### src/hw/rtl/sfd_pkg.sv
// Package of the SBUS frame decoder: widths, frame constants, codes and command types.
package sfd_pkg;

   localparam int unsigned FRAME_BYTES      = 25;
   localparam int unsigned FRAME_BITS       = 8 * FRAME_BYTES;
   localparam int unsigned NUM_CHANNELS     = 16;
   localparam int unsigned CHAN_BITS        = 11;
   localparam int unsigned CHAN_INDEX_WIDTH = 4;
   localparam int unsigned COUNT_WIDTH      = 5;
   localparam int unsigned CFG_WIDTH        = 10;
   localparam int unsigned CSR_INDEX_WIDTH  = 1;

   localparam logic [7:0] START_BYTE = 8'h0F;
   localparam logic [7:0] END_BYTE   = 8'h00;
   localparam logic [7:0] FLAGS_OK   = 8'h00;

   localparam logic [CFG_WIDTH-1:0] DEADBAND_RESET  = 10'd10;
   localparam logic [CFG_WIDTH-1:0] THRESHOLD_RESET = 10'd500;

   localparam logic [COUNT_WIDTH-1:0] FRAME_LEN_COUNT = 5'd25;
   localparam logic [COUNT_WIDTH-1:0] SHORT_LIMIT     = 5'd24;
   localparam logic [CHAN_INDEX_WIDTH-1:0] LAST_CHANNEL = 4'd15;

   // configuration register indexes
   typedef enum logic [CSR_INDEX_WIDTH-1:0] {
      CSR_DEADBAND  = 1'b0,
      CSR_THRESHOLD = 1'b1
   } csr_index_type;

   // frame status codes
   typedef enum logic [2:0] {
      ST_OK        = 3'd0,
      ST_SHORT     = 3'd1,
      ST_BAD_START = 3'd2,
      ST_FLAGS     = 3'd3,
      ST_BAD_END   = 3'd4
   } frame_status_type;

   // switch position codes
   typedef enum logic [1:0] {
      SW_CENTER = 2'd0,
      SW_UP     = 2'd1,
      SW_DOWN   = 2'd2
   } switch_state_type;

   typedef enum logic [1:0] {
      S_IDLE  = 2'd0,
      S_CHECK = 2'd1,
      S_EMIT  = 2'd2
   } ctrl_state_type;

   // controller to datapath
   typedef struct packed {
      logic accept;   // input transfer this cycle
      logic check;    // evaluate the stored frame
      logic advance;  // result transfer, move to the next channel
   } ctrl_cmd_type;

   // datapath to controller
   typedef struct packed {
      logic single_result;
      logic last_channel;
   } dp_status_type;

endpackage

### src/hw/rtl/sfd_req_if.sv
// Byte input channel of the SBUS frame decoder.
interface sfd_req_if;
   logic       valid;
   logic       ready;
   logic [7:0] byte_value;
   logic       end_of_buffer;

   modport source (output valid, output byte_value, output end_of_buffer, input ready);
   modport sink   (input valid, input byte_value, input end_of_buffer, output ready);
endinterface

### src/hw/rtl/sfd_rsp_if.sv
// Result channel of the SBUS frame decoder.
interface sfd_rsp_if;
   logic               valid;
   logic               ready;
   logic [3:0]         channel_index;
   logic signed [10:0] channel_value;
   logic [1:0]         switch_state;
   logic [2:0]         status;
   logic               last_result;

   modport source (output valid, output channel_index, output channel_value,
                   output switch_state, output status, output last_result, input ready);
   modport sink   (input valid, input channel_index, input channel_value,
                   input switch_state, input status, input last_result, output ready);
endinterface

### src/hw/rtl/sfd_ctrl.sv
// Controller of the SBUS frame decoder: collect, check and emit sequencing.
module sfd_ctrl (
   input  logic                   clock,
   input  logic                   reset,
   input  logic                   req_valid,
   input  logic                   req_end,
   output logic                   req_ready,
   output logic                   rsp_valid,
   input  logic                   rsp_ready,
   output sfd_pkg::ctrl_cmd_type  cmd,
   input  sfd_pkg::dp_status_type dp_status
);

   sfd_pkg::ctrl_state_type state_ff, state_in;

   // hold the state
   always_ff @(posedge clock) begin
      if (reset) begin
         state_ff <= sfd_pkg::S_IDLE;
      end else begin
         state_ff <= state_in;
      end
   end

   // decide next state and commands
   always_comb begin
      state_in    = state_ff;
      req_ready   = 1'b0;
      rsp_valid   = 1'b0;
      cmd.accept  = 1'b0;
      cmd.check   = 1'b0;
      cmd.advance = 1'b0;
      case (state_ff)
         sfd_pkg::S_IDLE: begin
            req_ready  = 1'b1;
            cmd.accept = req_valid;
            if (req_valid && req_end) begin
               state_in = sfd_pkg::S_CHECK;
            end
         end
         sfd_pkg::S_CHECK: begin
            cmd.check = 1'b1;
            state_in  = sfd_pkg::S_EMIT;
         end
         sfd_pkg::S_EMIT: begin
            rsp_valid = 1'b1;
            if (rsp_ready) begin
               if (dp_status.single_result || dp_status.last_channel) begin
                  state_in = sfd_pkg::S_IDLE;
               end else begin
                  cmd.advance = 1'b1;
               end
            end
         end
         default: begin
            state_in = sfd_pkg::S_IDLE;
         end
      endcase
   end

endmodule

### src/hw/rtl/sfd_datapath.sv
// Datapath of the SBUS frame decoder: frame shift line, header check, channel decode.
module sfd_datapath (
   input  logic                                     clock,
   input  logic                                     reset,
   input  logic                                     csr_write_enable,
   input  logic [sfd_pkg::CSR_INDEX_WIDTH-1:0]      csr_index,
   input  logic [sfd_pkg::CFG_WIDTH-1:0]            csr_write_data,
   input  logic [7:0]                               byte_value,
   input  logic                                     end_of_buffer,
   input  sfd_pkg::ctrl_cmd_type                    cmd,
   output sfd_pkg::dp_status_type                   dp_status,
   output logic [sfd_pkg::CHAN_INDEX_WIDTH-1:0]     channel_index,
   output logic signed [sfd_pkg::CHAN_BITS-1:0]     channel_value,
   output logic [1:0]                               switch_state,
   output logic [2:0]                               status,
   output logic                                     last_result
);

   localparam int unsigned FB = sfd_pkg::FRAME_BITS;
   localparam int unsigned CB = sfd_pkg::CHAN_BITS;

   logic [sfd_pkg::CFG_WIDTH-1:0]        deadband_ff, threshold_ff;
   logic [sfd_pkg::COUNT_WIDTH-1:0]      count_ff, count_in;
   logic                                 short_ff, short_in;
   logic [FB-1:0]                        frame_ff, frame_in;
   sfd_pkg::frame_status_type            status_ff, status_in;
   logic [sfd_pkg::CHAN_INDEX_WIDTH-1:0] chan_ff, chan_in;
   logic                                 has_room;
   logic                                 single;
   logic [CB-1:0]                        raw;
   logic signed [CB:0]                   centered, after_band, db_s, th_s;
   logic                                 in_band;

   // write configuration registers
   always_ff @(posedge clock) begin
      if (reset) begin
         deadband_ff  <= sfd_pkg::DEADBAND_RESET;
         threshold_ff <= sfd_pkg::THRESHOLD_RESET;
      end else if (csr_write_enable) begin
         case (csr_index)
            sfd_pkg::CSR_DEADBAND:  deadband_ff  <= csr_write_data;
            sfd_pkg::CSR_THRESHOLD: threshold_ff <= csr_write_data;
            default: ;
         endcase
      end
   end

   assign has_room = (count_ff < sfd_pkg::FRAME_LEN_COUNT);

   // count stored bytes, latch the short flag on the last byte
   always_comb begin
      count_in = count_ff;
      short_in = short_ff;
      if (cmd.accept) begin
         if (end_of_buffer) begin
            count_in = '0;
            short_in = (count_ff < sfd_pkg::SHORT_LIMIT);
         end else if (has_room) begin
            count_in = count_ff + 1'b1;
         end
      end
   end

   always_ff @(posedge clock) begin
      if (reset) begin
         count_ff <= '0;
         short_ff <= 1'b0;
      end else begin
         count_ff <= count_in;
         short_ff <= short_in;
      end
   end

   // shift bytes in at the top; after 25 bytes byte k sits at bits 8k+7..8k
   // during emission drop one channel field per result from the bottom
   always_comb begin
      frame_in = frame_ff;
      if (cmd.accept && has_room) begin
         frame_in = {byte_value, frame_ff[FB-1:8]};
      end else if (cmd.advance) begin
         frame_in = {{CB{1'b0}}, frame_ff[FB-1:CB]};
      end
   end

   // check the header in priority order
   always_comb begin
      if (short_ff) begin
         status_in = sfd_pkg::ST_SHORT;
      end else if (frame_ff[7:0] != sfd_pkg::START_BYTE) begin
         status_in = sfd_pkg::ST_BAD_START;
      end else if (frame_ff[191:184] != sfd_pkg::FLAGS_OK) begin
         status_in = sfd_pkg::ST_FLAGS;
      end else if (frame_ff[199:192] != sfd_pkg::END_BYTE) begin
         status_in = sfd_pkg::ST_BAD_END;
      end else begin
         status_in = sfd_pkg::ST_OK;
      end
   end

   // advance the channel counter
   always_comb begin
      chan_in = chan_ff;
      if (cmd.check) begin
         chan_in = '0;
      end else if (cmd.advance) begin
         chan_in = chan_ff + 1'b1;
      end
   end

   always_ff @(posedge clock) begin
      frame_ff <= frame_in;
      chan_ff  <= chan_in;
      if (cmd.check) begin
         status_ff <= status_in;
      end
   end

   assign single = (status_ff == sfd_pkg::ST_SHORT) || (status_ff == sfd_pkg::ST_BAD_START);
   assign dp_status.single_result = single;
   assign dp_status.last_channel  = (chan_ff == sfd_pkg::LAST_CHANNEL);

   // center the field (minus 1024 flips the top bit), apply deadband and threshold
   assign raw      = frame_ff[8 +: CB];
   assign centered = {{2{~raw[CB-1]}}, raw[CB-2:0]};
   assign db_s     = $signed({2'b00, deadband_ff});
   assign th_s     = $signed({2'b00, threshold_ff});
   assign in_band  = (centered <= db_s) && (centered >= -db_s);
   assign after_band = in_band ? '0 : centered;

   always_comb begin
      if (single) begin
         channel_index = '0;
         channel_value = '0;
         switch_state  = sfd_pkg::SW_CENTER;
         last_result   = 1'b1;
      end else begin
         channel_index = chan_ff;
         channel_value = after_band[CB-1:0];
         if (after_band > th_s) begin
            switch_state = sfd_pkg::SW_DOWN;
         end else if (after_band < -th_s) begin
            switch_state = sfd_pkg::SW_UP;
         end else begin
            switch_state = sfd_pkg::SW_CENTER;
         end
         last_result = (chan_ff == sfd_pkg::LAST_CHANNEL);
      end
   end

   assign status = status_ff;

endmodule

### src/hw/rtl/sbus_frame_decoder_core.sv
// Top level of the SBUS frame decoder: controller and datapath.
//
// Usage:
//   req channel: one received byte per transfer, end_of_buffer set on the
//   last byte of a buffer. The first 25 bytes are kept, later ones dropped.
//   rsp channel: after the last byte, either one result (short buffer or bad
//   start byte) or 16 channel results, the final one with last_result set.
//   csr port: write enable, index (0 deadband, 1 switch threshold), data;
//   write only while no frame is being decoded.
// Timing:
//   Bytes may stream back to back. The last byte is followed by the header
//   check in the S_CHECK state, then results come one per cycle while rsp
//   ready is high, set by the channel sequencer that steps the frame shift
//   line by one 11-bit field per result.
//   req ready is low from the last byte until the final result transfers.
// Reset: clears the byte count, the sequencer and the configuration
// (deadband 10, threshold 500). A stalled receiver holds the current result.
module sbus_frame_decoder_core (
   input  logic                                clock,
   input  logic                                reset,
   input  logic                                csr_write_enable,
   input  logic [sfd_pkg::CSR_INDEX_WIDTH-1:0] csr_index,
   input  logic [sfd_pkg::CFG_WIDTH-1:0]       csr_write_data,
   sfd_req_if.sink                             req_if,
   sfd_rsp_if.source                           rsp_if
);

   sfd_pkg::ctrl_cmd_type  cmd;
   sfd_pkg::dp_status_type dp_status;

   // sequence the frame
   sfd_ctrl u_ctrl (
      .clock     (clock),
      .reset     (reset),
      .req_valid (req_if.valid),
      .req_end   (req_if.end_of_buffer),
      .req_ready (req_if.ready),
      .rsp_valid (rsp_if.valid),
      .rsp_ready (rsp_if.ready),
      .cmd       (cmd),
      .dp_status (dp_status)
   );

   // store, check and decode
   sfd_datapath u_datapath (
      .clock            (clock),
      .reset            (reset),
      .csr_write_enable (csr_write_enable),
      .csr_index        (csr_index),
      .csr_write_data   (csr_write_data),
      .byte_value       (req_if.byte_value),
      .end_of_buffer    (req_if.end_of_buffer),
      .cmd              (cmd),
      .dp_status        (dp_status),
      .channel_index    (rsp_if.channel_index),
      .channel_value    (rsp_if.channel_value),
      .switch_state     (rsp_if.switch_state),
      .status           (rsp_if.status),
      .last_result      (rsp_if.last_result)
   );

endmodule
### src/flat_wrapper.sv
// flat-port wrapper written by rule: the top's interface ports become plain ports
module sbus_frame_decoder_core_flat 
  (clock, reset, csr_write_enable, csr_index, csr_write_data, req_if_valid, req_if_byte_value, req_if_end_of_buffer, req_if_ready, rsp_if_valid, rsp_if_channel_index, rsp_if_channel_value, rsp_if_switch_state, rsp_if_status, rsp_if_last_result, rsp_if_ready);
  sfd_req_if req_if_i ();
  sfd_rsp_if rsp_if_i ();
  input  logic clock;
  input  logic reset;
  input  logic csr_write_enable;
  input  logic [sfd_pkg::CSR_INDEX_WIDTH-1:0] csr_index;
  input  logic [sfd_pkg::CFG_WIDTH-1:0] csr_write_data;
  input wire logic [$bits(req_if_i.valid)-1:0] req_if_valid;
  input wire logic [$bits(req_if_i.byte_value)-1:0] req_if_byte_value;
  input wire logic [$bits(req_if_i.end_of_buffer)-1:0] req_if_end_of_buffer;
  output wire logic [$bits(req_if_i.ready)-1:0] req_if_ready;
  output wire logic [$bits(rsp_if_i.valid)-1:0] rsp_if_valid;
  output wire logic [$bits(rsp_if_i.channel_index)-1:0] rsp_if_channel_index;
  output wire logic [$bits(rsp_if_i.channel_value)-1:0] rsp_if_channel_value;
  output wire logic [$bits(rsp_if_i.switch_state)-1:0] rsp_if_switch_state;
  output wire logic [$bits(rsp_if_i.status)-1:0] rsp_if_status;
  output wire logic [$bits(rsp_if_i.last_result)-1:0] rsp_if_last_result;
  input wire logic [$bits(rsp_if_i.ready)-1:0] rsp_if_ready;
  assign req_if_i.valid = req_if_valid;
  assign req_if_i.byte_value = req_if_byte_value;
  assign req_if_i.end_of_buffer = req_if_end_of_buffer;
  assign req_if_ready = req_if_i.ready;
  assign rsp_if_valid = rsp_if_i.valid;
  assign rsp_if_channel_index = rsp_if_i.channel_index;
  assign rsp_if_channel_value = rsp_if_i.channel_value;
  assign rsp_if_switch_state = rsp_if_i.switch_state;
  assign rsp_if_status = rsp_if_i.status;
  assign rsp_if_last_result = rsp_if_i.last_result;
  assign rsp_if_i.ready = rsp_if_ready;
  sbus_frame_decoder_core u_core (.clock(clock), .reset(reset), .csr_write_enable(csr_write_enable), .csr_index(csr_index), .csr_write_data(csr_write_data), .req_if(req_if_i), .rsp_if(rsp_if_i));
endmodule
### config.mk
export PLATFORM = sky130hd
export DESIGN_NAME = sbus_frame_decoder_core_flat
export DESIGN_NICKNAME = d
export VERILOG_FILES = /design/src/hw/rtl/sfd_pkg.sv /design/src/hw/rtl/sfd_req_if.sv /design/src/hw/rtl/sfd_rsp_if.sv /design/src/hw/rtl/sfd_ctrl.sv /design/src/hw/rtl/sfd_datapath.sv /design/src/hw/rtl/sbus_frame_decoder_core.sv /design/src/flat_wrapper.sv
export SDC_FILE = /design/constraint.sdc
export NUM_CORES = 1
export LEC_CHECK = 0
export BUFFER_PORTS_ARGS = -buffer_cell sky130_fd_sc_hd__buf_2
export CORE_MARGIN = 2
export CORE_UTILIZATION = 62
export DETAILED_ROUTE_END_ITERATION = 10
export PLACE_DENSITY = 0.91
export SLEW_MARGIN = 25
export SYNTH_ARGS = -nofsm -noshare
export SYNTH_HDL_FRONTEND = slang
export SYNTH_SLANG_ARGS = --single-unit
### constraint.sdc
create_clock -name clock -period 8 [get_ports clock]
set_input_delay 1.2 -clock clock [delete_from_list [all_inputs] [get_ports clock]]
set_output_delay 1.2 -clock clock [all_outputs]
set_load 0.05 [all_outputs]
=== Word-level counts from Yosys, hierarchy flattened ===
Cells that the tools add are included.

* Bits in registers: 235
* Latch bits: 0
* Bits in writable memories: 0
* Bits in read-only memories: 0
* Output and inout bits: 23
* Logic and storage cells: 71
* Memories kept: 0

* Add/subtract/negate cells: 4
* $mul: 0
* Div/mod/pow operators: 0
* $lt $le $gt $ge: 6
* Equality and inequality tests: 9
* Shifts and indexed selects: 0
* Multiplexer cells: 25
* Bitwise logic cells: 2
* Reductions and logical operators: 16

{| class="wikitable"
|+ Operators by type and width
! kind !! count
|-
| $mux W200 || 2
|-
| $neg A10 Y12 || 2
|-
| $reduce_bool A8 Y1 || 2
|-
| $mux W2 || 7
|-
| $ge A11 B12 Y1 || 1
|-
| $gt A12 B11 Y1 || 1
|-
| $lt A12 B12 Y1 || 1
|-
| $mux W12 || 1
|-
| $le A11 B11 Y1 || 1
|-
| $mux W11 || 1
|-
| $lt A5 B5 Y1 const B || 2
|-
| $mux W5 || 2
|-
| $mux W1 || 9
|-
| $ne A8 B4 Y1 const B || 1
|-
| $reduce_and A2 Y1 || 4
|-
| $ne A2 B2 Y1 const B || 3
|-
| $pmux W2 S3 || 1
|-
| $add A5 B1 Y5 const B || 1
|-
| $add A4 B1 Y4 const B || 1
|-
| $eq A4 B4 Y1 const B || 1
|-
| $mux W4 || 1
|-
| $reduce_bool A2 Y1 || 2
|-
| $eq A3 B1 Y1 const B || 1
|-
| $eq A3 B2 Y1 const B || 1
|-
| other kinds (9) || 13
|}

=== Logic depth before layout (Yosys ltp) ===
* Word-level depth: 8
* Mapped depth: 20

=== Modules after synthesis ===
From an unflattened synthesis, not the netlist that was laid out.

* Cells, all modules: 1189
* Area total of the unflattened synthesis: 11363.4 um2

{| class="wikitable"
|+ Modules (own cells, without submodules)
! module !! times used !! cells an instance !! area each (um2)
|-
| sfd_datapath || 1 || 1176 || 11252.0
|-
| sfd_ctrl || 1 || 13 || 111.4
|}

=== Worst setup path after synthesis ===
OpenSTA, ideal clock, no wires.

* Kind: flip-flop to output port
* From: reg u_core.u_datapath.deadband_ff[2] in the netlist's numbering
* To: out rsp_if_switch_state[0]
* Arrival time: 6.450 ns
* Path slack: 0.350 ns
* Cell stages (with the launch flop): 20
* Buffers on the path: 1
* Cell sequence: dfxtp_1 > nor4_1 > nand3_1 > o41ai_1 > o21ai_0 > ha_1 > nand4_1 > nor3_1 > a211o_1 > mux2i_1 > a31oi_1 > clkbuf_1 > nor2b_1 > ha_1 > a211o_1 > a21oi_1 > a311oi_1 > a2111oi_0 > nor4_2 > a2111oi_0

* Cells in the longest elaborated chain, start to end: 8
* Elaborated cells on any way between the ends: 10
* Classes of those cells: add/sub: 1; order compare: 4; mux: 4; reduce/logical: 1

{| class="wikitable"
|+ Ends and longest elaborated chain
! what !! RTL line !! text
|-
| from (decl) || sfd_datapath.sv:22 || <nowiki>logic [sfd_pkg::CFG_WIDTH-1:0] deadband_ff, threshold_ff;</nowiki>
|-
| from (signal assigned) || sfd_datapath.sv:37 || <nowiki>deadband_ff <= sfd_pkg::DEADBAND_RESET;</nowiki>
|-
| from (signal assigned) || sfd_datapath.sv:41 || <nowiki>sfd_pkg::CSR_DEADBAND: deadband_ff <= csr_write_data;</nowiki>
|-
| $neg A10 Y12 || sfd_datapath.sv:127 || <nowiki>assign in_band = (centered <= db_s) && (centered >= -db_s);</nowiki>
|-
| $ge A11 B12 Y1 || sfd_datapath.sv:127 ||
|-
| $logic_and A1 B1 Y1 (*) || sfd_datapath.sv:127 ||
|-
| $mux W12 (*) || sfd_datapath.sv:128 || <nowiki>assign after_band = in_band ? '0 : centered;</nowiki>
|-
| $lt A12 B12 Y1 || sfd_datapath.sv:141 || <nowiki>end else if (after_band < -th_s) begin</nowiki>
|-
| $mux W1 || sfd_datapath.sv:141 ||
|-
| $mux W2 (*) || sfd_datapath.sv:139 || <nowiki>if (after_band > th_s) begin</nowiki>
|-
| $mux W2 (*) || sfd_datapath.sv:131 || <nowiki>if (single) begin</nowiki>
|-
| to (decl) || flat_wrapper.sv:18 || <nowiki>output wire logic [$bits(rsp_if_i.switch_state)-1:0] rsp_if_switch_state;</nowiki>
|}

Every way passes the cells marked *; elsewhere a longest branch is shown, timed or not.

=== Worst setup path in the final report ===
Ends and elaborated chain as after synthesis.

==> results.json <==
{
  "wl_per_cell_um": 14.6,
  "reg2reg_slack_ps": 4400,
  "final_common_cell": "nand2_1",
  "p_total_w": 0.00313,
  "crit_family": "compound AO/OA/AOI/OAI gates",
  "yosysWarningCount": 0,
  "worst_ir_drop_vdd_mv": 0.213,
  "synthArstFlopShare_pct": 0,
  "post-place-ws_ps": 1810,
  "drt_iter0_drc": 770,
  "std_cell_rows": 49,
  "maxSlewViolCount": 0,
  "antenna_found_initial": 0,
  "synth_edf_count": 203,
  "busiest_layer": "met2",
  "rr_worst_depth": 5,
  "grt_pass1_wl_mm": 35.7,
  "vias": 8109,
  "holdCritPathClass": "reg2reg",
  "timing.final.setup_violations": 0,
  "cts.sinks": 235,
  "post_synth.cell_area_avg_um2": 9.44,
  "overflow": 0,
  "synth_area_leader_cell": "edfxtp_1",
  "worstPathRequired_ps": 6800,
  "syn_inst": 1198,
  "cts_setup_buffers": 0,
  "netlist_area_mm2": 0.0113,
  "slowest_stage": "a2111oi_0",
  "dieArea_mm2": 0.0193,
  "path_clk_slew_ps": 60,
  "globalRouteMet3Util_pct": 3.45,
  "cts_resized": 0,
  "seq_area_mm2": 0.00674,
  "critical_path.max_stage_delay_ps": 460,
  "crit_buf_inv": 2,
  "hold_viol": 0,
  "ys_ff_latch": 235,
  "grt_pass1_vias": 7828,
  "fin_ws_ps": 1160,
  "most-common-layout-cells": "610 x nand2_1, 203 x edfxtp_1, 47 x buf_2, 46 x ha_1, 32 x dfxtp_1",
  "ioPinCount": 48,
  "first_pass_iters": 5,
  "worst_pin_slew_ps": 933,
  "cts_hold_buf": 0,
  "path_class": "reg2out",
  "h-tree-depth": 1,
  "placed_area_mm2": 0.0117,
  "layout.nets": 1291,
  "synth_cell_type_count": 45,
  "fill_cells": 1297,
  "finClkSkew_ps": 27.6,
  "powerDensity_mw_per_mm2": 251,
  "crit_fanout": 20,
  "multi_input_area_mm2": 0.00428,
  "fin_area_mm2": 0.0125,
  "numPortBuffers": 47,
  "fp.coreArea_mm2": 0.0179,
  "initial_core_util_pct": 63.2,
  "drc": 0,
  "r2r-end": "u_core.u_datapath.frame_ff[7]",
  "worstPathArrival_ps": 5640,
  "synth_top_area_share_pct": 53.9,
  "ant_nets": 0,
  "end_kind": "output pin",
  "critPathLaunch": "u_core.u_datapath.deadband_ff[2]",
  "status": "finished clean",
  "routabilityCongestion": 0.877,
  "p_leak_nw": 5.58,
  "grt_max_degree": 122,
  "cts-buffers-inserted": 24,
  "path_cells": "nor4_1 > nand3_1 > o41ai_1 > o21ai_0 > ha_1 > nand4_1 > nor3_1 > a211o_1 > mux2i_1 > a31oi_1 > buf_4 > nor2b_1 > ha_1 > a211o_1 > a21oi_1 > a311oi_1 > a2111oi_0 > nor4_2 > a2111oi_0 > buf_2",
  "track_usage_pct": 22.1,
  "relSlewSlack_pct": 37.8,
  "grt_use_met1_pct": 29.0,
  "vias_per_cell": 5.53,
  "n_antenna_cell": 0,
  "cts-root-buf": "clkbuf_16",
  "die_w_um": 139,
  "synthFlopType": "edfxtp_1",
  "r2r_start": "u_core.u_datapath.count_ff[0]",
  "cp-endpoint": "rsp_if_switch_state[0]",
  "clock_latency_ps": 520,
  "die_h_um": 139,
  "hpwl_mm": 13.6,
  "cts_tree": "done",
  "syn-num-nets": 1269,
  "drive_gt1_share_pct": 7.44,
  "rsz0062_at_grt": "no",
  "maxCapViolCount": 0,
  "period_needed_ps": 6840,
  "final.setup.tns_ps": 0,
  "yosys-top-cells-area": "edfxtp_1 54%, nand2_1 20%, dfxtp_1 5.7%",
  "grt_util_met2_pct": 38.7,
  "wl_mm": 21.4,
  "path_depth": 20,
  "syn_to_final_growth_pct": 10.3,
  "crit_path_start_kind": "register",
  "fin_crit_sh_pct": 85.5,
  "cts_buffer_depth": 3,
  "synth_seq_area_share_pct": 59.6,
  "max_freq_ghz": 0.146
}
-- through the flow --
stage	cells	util, %	hold WS, ps
after floorplan	1198	-	442
after global placement	1423	65.3	475
after detailed placement	1423	65.3	471
after CTS	1466	69.7	490
after global routing	1466	69.7	522
final	1466	69.7	487
-- cells by family after synthesis --
family                   after synthesis  share of synthesized area (%)
AO/OA/AOI/OAI                         74                           4.37
XOR/XNOR                              17                           1.32
adder cells (fa/ha/maj)               46                           5.09
flip-flops                           235                           59.6
multiplexers                           3                          0.310
buffers and inverters                 85                           2.88
AND/OR/NAND/NOR                      738                           26.5
-- state kept, by name, indices dropped and copies added, names as in the netlist --
| signal | flops |
|---|---|
| u_core.u_ctrl.state_ff | 2 |
| u_core.u_datapath.chan_ff | 4 |
| u_core.u_datapath.count_ff | 5 |
| u_core.u_datapath.deadband_ff | 10 |
| u_core.u_datapath.frame_ff | 200 |
| u_core.u_datapath.short_ff | 1 |
| u_core.u_datapath.status | 3 |
| u_core.u_datapath.threshold_ff | 10 |
-- per-layer routing --
metal | part of all wire, % | vias up
met5 | 0 | -
met1 | 42 | 3816
met4 | 2.0 | 0
li1 | - | 4046
met3 | 5.2 | 35
met2 | 51 | 212
-- cell type report --
| cell class | count | share of cell area [%] |
|---|---|---|
| repair buffers | 53 | 2.35 |
| flip-flops and latches | 235 | 54.0 |
| clock inverters | 13 | 0.973 |
| inverters | 28 | 0.842 |
| clock buffers | 30 | 5.23 |
| well taps | 229 | 2.30 |
| multi-input cells | 878 | 34.3 |
-- tightest hold or removal path, delay by kind of cell, from the launching register on --
family | cells | cell delay (ps)
compound gates | 1 | 60
flops | 1 | 320
simple gates | 1 | 60
-- cell usage after synthesis (9+ instances only) --
cell,n
a211o_1,10
xnor2_1,11
a21oi_1,26
nand2_1,611
nand4_1,10
nor3_1,11
and2_1,17
edfxtp_1,203
dfxtp_1,32
ha_1,46
nand3_1,14
and3_1,11
inv_1,28
nor2_1,30
o21ai_0,9
clkbuf_1,50
nor2b_1,16
-- worst min path at each step --
stage | to | depth (start not counted) | startpoint | slack (ps)
after detailed placement | u_core.u_datapath.short_ff | 1 | u_core.u_datapath.count_ff[4] | 470
after CTS | u_core.u_datapath.threshold_ff[3] | 2 | u_core.u_datapath.threshold_ff[3] | 490
after global routing | u_core.u_datapath.threshold_ff[3] | 2 | u_core.u_datapath.threshold_ff[3] | 520
after floorplan | u_core.u_datapath.short_ff | 1 | u_core.u_datapath.count_ff[4] | 440
final | u_core.u_datapath.threshold_ff[3] | 2 | u_core.u_datapath.threshold_ff[3] | 490
after global placement | u_core.u_datapath.threshold_ff[3] | 2 | u_core.u_datapath.threshold_ff[3] | 470
-- power breakdown --
| part | total [W] | switching (W) | internal (W) |
|---|---|---|---|
| clock | 0.00109 | 0.000446 | 0.000641 |
| combinational | 0.000447 | 0.000302 | 0.000145 |
| sequential | 0.00160 | 0.0000842 | 0.00151 |
Power figures use the tool's default switching activity.
